`config.mk`:
```
export PLATFORM = sky130hd
export DESIGN_NAME = double_ended_queue
export DESIGN_NICKNAME = d
export VERILOG_FILES = /design/src/rtl/deq_pkg.sv /design/src/rtl/double_ended_queue.sv /design/src/rtl/deq_ram.sv
export SDC_FILE = /design/constraint.sdc
export NUM_CORES = 1
export LEC_CHECK = 0
export BUFFER_PORTS_ARGS = -buffer_cell sky130_fd_sc_hd__buf_2
export CORE_AREA = 2 2 310 312
export CTS_BUF_LIST = sky130_fd_sc_hd__clkbuf_2
export DETAILED_ROUTE_END_ITERATION = 10
export DIE_AREA = 0 0 312 314
export SYNTH_ARGS = -nofsm -noshare
export SYNTH_HDL_FRONTEND = slang
export SYNTH_HIERARCHICAL = 1
export SYNTH_SLANG_ARGS = --single-unit
```
`constraint.sdc`:
```
create_clock -name clk -period 8.5 [get_ports clk]
set_input_delay 1.7 -clock clk [delete_from_list [all_inputs] [get_ports clk]]
set_output_delay 1.7 -clock clk [all_outputs]
set_load 0.005 [all_outputs]
```
`src/rtl/deq_pkg.sv`:
```
package deq_pkg;

  // Default sizing
  localparam int DEPTH_DEF      = 32;
  localparam int DATA_WIDTH_DEF = 32;

  // Fixed field widths on the ports
  localparam int VALUE_W  = 32;
  localparam int OCC_W    = 6;
  localparam int ACTION_W = 2;
  localparam int STATUS_W = 2;

  // Data returned by a pop that finds the queue empty
  localparam logic [VALUE_W-1:0] EMPTY_DATA = '1;

  typedef enum logic [ACTION_W-1:0] {
    ACT_PUSH_FRONT = 2'd0,
    ACT_PUSH_BACK  = 2'd1,
    ACT_POP_FRONT  = 2'd2,
    ACT_POP_BACK   = 2'd3
  } action_t;

  typedef enum logic [STATUS_W-1:0] {
    ST_DONE  = 2'd0,
    ST_FULL  = 2'd1,
    ST_EMPTY = 2'd2
  } status_t;

endpackage

```
`src/rtl/double_ended_queue.sv`:
```
// Double-ended queue on a single-port circular RAM.
// A result is offered in the cycle after its input beat is accepted.
// Throughput: one operation per cycle unless stalled; each takes at most one
// RAM access (write for push, read for pop, none for dropped push/failed pop).
// Reset (rst_n low, synchronous): head index, item count and output valid
// clear; RAM contents are left as they are and need no clearing pass.
module double_ended_queue
  import deq_pkg::*;
#(
  parameter int DEPTH      = DEPTH_DEF,
  parameter int DATA_WIDTH = DATA_WIDTH_DEF
) (
  input  logic                       clk,
  input  logic                       rst_n,
  input  logic                       in_valid,
  output logic                       in_ready,
  input  logic [ACTION_W-1:0]        in_action,
  input  logic signed [VALUE_W-1:0]  in_value,
  output logic                       out_valid,
  input  logic                       out_ready,
  output logic signed [VALUE_W-1:0]  out_data,
  output logic [STATUS_W-1:0]        out_status,
  output logic [OCC_W-1:0]           out_occupancy
);

  localparam int IDX_W = $clog2(DEPTH);
  localparam int CNT_W = $clog2(DEPTH + 1);
  localparam int SUM_W = CNT_W + 1;

  localparam logic [IDX_W-1:0] LAST_IDX = IDX_W'(DEPTH - 1);
  localparam logic [CNT_W-1:0] FULL_CNT = CNT_W'(DEPTH);
  localparam logic [SUM_W-1:0] DEPTH_S  = SUM_W'(DEPTH);

  // Queue pointers
  logic [IDX_W-1:0] head_r, head_nxt;
  logic [CNT_W-1:0] count_r, count_nxt;

  // Output stage
  logic                out_valid_r;
  logic [STATUS_W-1:0] status_r;
  logic [OCC_W-1:0]    occ_r;
  logic                from_ram_r;
  logic [VALUE_W-1:0]  fix_data_r;

  // Per-beat decode
  action_t             act;
  logic                accept;
  logic                full, empty;
  logic [IDX_W-1:0]    head_dec, head_inc;
  logic [SUM_W-1:0]    sum_tail, sum_back;
  logic [IDX_W-1:0]    tail_slot, back_slot;
  status_t             status_c;
  logic                from_ram_c;
  logic [VALUE_W-1:0]  fix_data_c;

  // RAM port
  logic                  ram_en, ram_we;
  logic [IDX_W-1:0]      ram_addr;
  logic [DATA_WIDTH-1:0] ram_wdata, ram_rdata;
  logic signed [63:0]    val_ext, rd_ext;

  assign act      = action_t'(in_action);
  assign in_ready = !out_valid_r || out_ready;
  assign accept   = in_valid && in_ready;
  assign full     = (count_r == FULL_CNT);
  assign empty    = (count_r == '0);

  // Circular index arithmetic; sums stay below twice the depth
  assign head_dec  = (head_r == '0) ? LAST_IDX : head_r - IDX_W'(1);
  assign head_inc  = (head_r == LAST_IDX) ? '0 : head_r + IDX_W'(1);
  assign sum_tail  = SUM_W'(head_r) + SUM_W'(count_r);
  assign sum_back  = sum_tail - SUM_W'(1);
  assign tail_slot = IDX_W'((sum_tail >= DEPTH_S) ? sum_tail - DEPTH_S : sum_tail);
  assign back_slot = IDX_W'((sum_back >= DEPTH_S) ? sum_back - DEPTH_S : sum_back);

  // Store items at DATA_WIDTH; widen popped items back to the port width
  assign val_ext   = 64'(in_value);
  assign ram_wdata = val_ext[DATA_WIDTH-1:0];
  assign rd_ext    = 64'(signed'(ram_rdata));

  // Operation decode: pointer update and the one RAM access
  always_comb begin
    head_nxt   = head_r;
    count_nxt  = count_r;
    status_c   = ST_DONE;
    from_ram_c = 1'b0;
    fix_data_c = '0;
    ram_en     = 1'b0;
    ram_we     = 1'b0;
    ram_addr   = head_r;
    case (act)
      ACT_PUSH_FRONT: begin
        if (full) begin
          status_c = ST_FULL;
        end else begin
          head_nxt  = head_dec;
          count_nxt = count_r + CNT_W'(1);
          ram_en    = accept;
          ram_we    = 1'b1;
          ram_addr  = head_dec;
        end
      end
      ACT_PUSH_BACK: begin
        if (full) begin
          status_c = ST_FULL;
        end else begin
          count_nxt = count_r + CNT_W'(1);
          ram_en    = accept;
          ram_we    = 1'b1;
          ram_addr  = tail_slot;
        end
      end
      ACT_POP_FRONT: begin
        if (empty) begin
          status_c   = ST_EMPTY;
          fix_data_c = EMPTY_DATA;
        end else begin
          head_nxt   = head_inc;
          count_nxt  = count_r - CNT_W'(1);
          from_ram_c = 1'b1;
          ram_en     = accept;
          ram_addr   = head_r;
        end
      end
      ACT_POP_BACK: begin
        if (empty) begin
          status_c   = ST_EMPTY;
          fix_data_c = EMPTY_DATA;
        end else begin
          count_nxt  = count_r - CNT_W'(1);
          from_ram_c = 1'b1;
          ram_en     = accept;
          ram_addr   = back_slot;
        end
      end
      default: begin
        status_c = ST_DONE;
      end
    endcase
  end

  // Item store. A write lands before any later read of the same slot can
  // issue, so no forwarding is needed.
  deq_ram #(
    .WIDTH (DATA_WIDTH),
    .DEPTH (DEPTH)
  ) u_ram (
    .clk   (clk),
    .en    (ram_en),
    .we    (ram_we),
    .addr  (ram_addr),
    .wdata (ram_wdata),
    .rdata (ram_rdata)
  );

  // Pointer state
  always_ff @(posedge clk) begin
    if (!rst_n) begin
      head_r  <= '0;
      count_r <= '0;
    end else if (accept) begin
      head_r  <= head_nxt;
      count_r <= count_nxt;
    end
  end

  // Output valid
  always_ff @(posedge clk) begin
    if (!rst_n) begin
      out_valid_r <= 1'b0;
    end else if (accept) begin
      out_valid_r <= 1'b1;
    end else if (out_ready) begin
      out_valid_r <= 1'b0;
    end
  end

  // Output payload; popped data comes straight from the RAM read register
  always_ff @(posedge clk) begin
    if (accept) begin
      status_r   <= status_c;
      occ_r      <= OCC_W'(count_nxt);
      from_ram_r <= from_ram_c;
      fix_data_r <= fix_data_c;
    end
  end

  assign out_valid     = out_valid_r;
  assign out_status    = status_r;
  assign out_occupancy = occ_r;
  assign out_data      = from_ram_r ? rd_ext[VALUE_W-1:0] : fix_data_r;

endmodule

```
`src/rtl/deq_ram.sv`:
```
module deq_ram #(
  parameter int WIDTH = 32,
  parameter int DEPTH = 32
) (
  input  logic                     clk,
  input  logic                     en,
  input  logic                     we,
  input  logic [$clog2(DEPTH)-1:0] addr,
  input  logic [WIDTH-1:0]         wdata,
  output logic [WIDTH-1:0]         rdata
);

  logic [WIDTH-1:0] mem [DEPTH];

  // Single port, registered read; read data holds while idle
  always_ff @(posedge clk) begin
    if (en) begin
      if (we) begin
        mem[addr] <= wdata;
      end else begin
        rdata <= mem[addr];
      end
    end
  end

endmodule

```
==> results by group <==
Status
  – Status: completed

Route
  – ANT nets after route: 0
  – Total wire length: ~110,000 um
  – Vias: around 24k
  – Via/cell ratio: about 5.7
  – Initial DRT Pass Iterations: 5
  – Avg WL per Cell: around 27 um
  – DRC Markers: 0
  – DRT iter0 DRCs: between 2k and 2.5k

Setup path
  – Crit path launch type: register
  – Worst-path fanout max: between 100 and 150
  – Reg2Reg Launch Point: count_r[0]$_SDFFE_PN0P_
  – CP startpoint: count_r[0]$_SDFFE_PN0P_
  – Crit path DAT: approximately 6900 ps
  – Worst Path Buf+Inv: 3
  – Critical Path Slowest Stage Cell: nor4_1
  – Top delay family on crit path: simple AND/OR/NAND/NOR gates
  – Cell Chain, Critical Path: inv_1 > ha_1 > or4b_4 > o21ai_1 > a21oi_1 > o21ai_4 > buf_12 > buf_4 > mux2i_1 > o22ai_1 > nor4_1 > nand2_1
  – Element type at the critical path end: register
  – CP max stage delay: a little under 800 ps
  – Setup Crit Path Kind: reg2reg
  – Crit path required time: just under 10,000 ps

Clocking
  – H-Tree Depth: 5
  – Root buf cell: clkbuf_2
  – Clk buf depth: 4
  – Number of CTS-inserted buffers: about 290
  – Setup bufs post-CTS: 0
  – # resized after CTS: 0
  – TritonCTS clock tree: done
  – # hold bufs at CTS: 0
  – Clock Latency Late Sink: about 1500 ps
  – # clock sinks: between 1k and 1.5k
  – Clock Pin Slew Worst Setup and Hold Paths: 140 ps

Power
  – Power Dens Cells: between 200 and 250 nW/um^2
  – P_leak: ~16 nW
  – Peak supply drop: ~0.14 mV
  – Power Total: ~0.011 W

Logic synthesis
  – Ys Warns: 6
  – Primary FF master, synth: edfxtp_1
  – Post-Syn Area: 42,200 sq um
  – Xor/xnor share of the synthesized area: less than 1%
  – Number of synthesized register bits: ~1.1k
  – Share of the synthesized area in the top cell type: between 70% and 80%
  – Syn Nets: about 2.5k
  – Synth area leaders: edfxtp_1 76%, mux2i_1 12%, o22ai_1 3.8%
  – Synth cell count leaders: 1,065 x edfxtp_1, 517 x mux2i_1, 257 x o22ai_1, 115 x nand2_1, 84 x buf_2
  – Synth Area in Compound Gates: 4.82%
  – Syn_area_per_cell: about 18 sq um
  – Number of synthesized flops with an enable pin: around 1.1k
  – Sequential share of the synthesized area: roughly 76%
  – Distinct cells, synth: 65
  – Async S/R FF share, synth: 0%
  – Area leader, netlist: edfxtp_1
  – Largest family of logic cells by synthesized area: multiplexers
  – Post-Synth Simple-Gate Area: under 10%
  – Post-synthesis adder-cell area fraction: less than 1%
  – Multiplexer area fraction after synthesis: between 10% and 20%
  – Count leader, synth: edfxtp_1
  – Post-Synthesis Cells: 2,401

Hold path
  – Worst hold start: in_valid
  – Worst hold path class: in2reg

Place
  – Hpwl dp: 64,300 um
  – Port Buffers: 79
  – Post-place instance area: between 40,000 and 50,000 sq um
  – GPL Wtd Cong: roughly 0.86

Final layout
  – Nets: between 2k and 3k
  – Final Instance Area: 46,500 sq um
  – Share of post-route cells with drive strength above 1: about a fifth
  – Fill cell count: roughly 8k
  – Synthesis-to-layout area growth: 10.4%

STA
  – Final period util: between 60% and 70%
  – Slew Viols, Final: 0
  – Final Hold Vio Count: 0
  – Rel. slew slack: 6.27%
  – Endpoints failing setup: 0
  – Slew @ Worst Pin: ~1400 ps
  – Worst Skew: roughly 170 ps
  – RSZ-0062 raised after global routing: false
  – Tmin final: between 5000 and 6000 ps
  – Setup TNS: 0 ps
  – Fmax: roughly 180 MHz

Floorplanning
  – Initial Util: 44.6%
  – Die area: between 90,000 and 100,000 sq um
  – IO Count: 80
  – FP Rows: about 110
  – Die Height: 314 um
  – Core box area: 94,400 sq um
  – Chip width: 312 um

GRT
  – Initial antenna violation count: 6
  – First-pass GRT wire length: approximately 160,000 um
  – Number of global-route vias before repair: ~23k
  – Tot GR Track Use: 22.3%
  – Total grt overflow: 0
  – Pin count of the biggest net entering global routing: 116

Job
  – Max Cap Viol: 0
path summary, 6_finish.rpt:
kind | end | slack, ps | depth (start not counted)
min | out_valid$_SDFFE_PN0P_ | 500 | 3
max reg2reg | u_ram/rdata[15]$_DFFE_PP_ | 2840 | 12
max | u_ram/rdata[15]$_DFFE_PP_ | 2840 | 12
min reg2reg | out_valid$_SDFFE_PN0P_ | 560 | 2
cells in the final DEF (no fill, tap or decap), types with 3 or more instances in the layout:
master and count:
nand2b_1 5, clkinv_1 48, nor3_2 6, or3_1 4, inv_1 15, or4b_4 3, o22ai_1 257, clkbuf_2 394
and3_1 3, o21a_1 3, nand3b_1 6, nor3_1 8, nor2_1 17, dfxtp_1 12, a21oi_1 18, o211ai_1 4
nor2_4 29, buf_2 79, edfxtp_1 1065, nand3_1 8, nand4bb_2 4, a211oi_1 4, clkinv_2 4, nor2b_1 3
a21o_1 4, nand2_1 115, nor4_1 64, xor2_1 3, mux2i_1 517, xnor2_1 5, bufinv_16 7, o21ai_0 9
buf_4 54, diode_2 5, or4b_2 3, ha_1 10, nand4b_1 5, inv_2 3, buf_12 5
metrics by stage:
step	setup slack (ps)	util, %	hold slack [ps]	cells
after global routing	2660	49.3	359	4117
after CTS	2830	49.3	280	4112
after global placement	2320	46.7	530	3655
after floorplan	1980	-	531	2401
final	2840	49.3	499	4117
after detailed placement	2210	46.7	548	3655
routing by layer:
metal | vias to the layer above | track usage, % | share of wire, %
li1 | 10400 | - | -
met3 | 186 | 4.34 | 6.5
met2 | 991 | 35.8 | 48
met4 | 0 | 8.46 | 2.7
met5 | - | 0 | 0
met1 | 12100 | 30.3 | 43
report_power, final:
group,internal (W),switching [W]
Clock,0.00144,0.00199
Combinational,0.000647,0.00113
Sequential,0.00596,0.0000530
cell type report:
| type | count | area, sq um | share of cell area [%] |
|---|---|---|---|
| Tap cell | 1265 | 1580 | 3.40 |
| Inverter | 16 | 60.1 | 0.129 |
| Clock buffer | 394 | 1970 | 4.24 |
| Timing Repair Buffer | 138 | 901 | 1.94 |
| Antenna cell | 5 | 12.5 | 0.0269 |
| Sequential cell | 1077 | 32200 | 69.2 |
| Clock inverter | 63 | 433 | 0.930 |
| Multi-Input combinational cell | 1159 | 9360 | 20.1 |
state kept, by name, indices dropped and copies added (netlist names):
register,cells
u_ram/mem,1024
u_ram/rdata,32
count_r,6
out_occupancy,6
head_r,5
fix_data_r,1
from_ram_r,1
out_status,1
out_valid,1
worst min-delay path, cell delays in order:
cell	delay [ps]
buf_2	110
inv_1	50
a21oi_1	50
cell families after synthesis:
kind of cell / Yosys count
and+or+nand+nor: 300
xor gates and xnor gates: 9
buffers and inverters: 165
AOI/OAI and AO/OA: 320
adders and majority gates: 11
DFF: 1077
muxes: 519
Note: power is estimated with default switching activity, not from simulation.
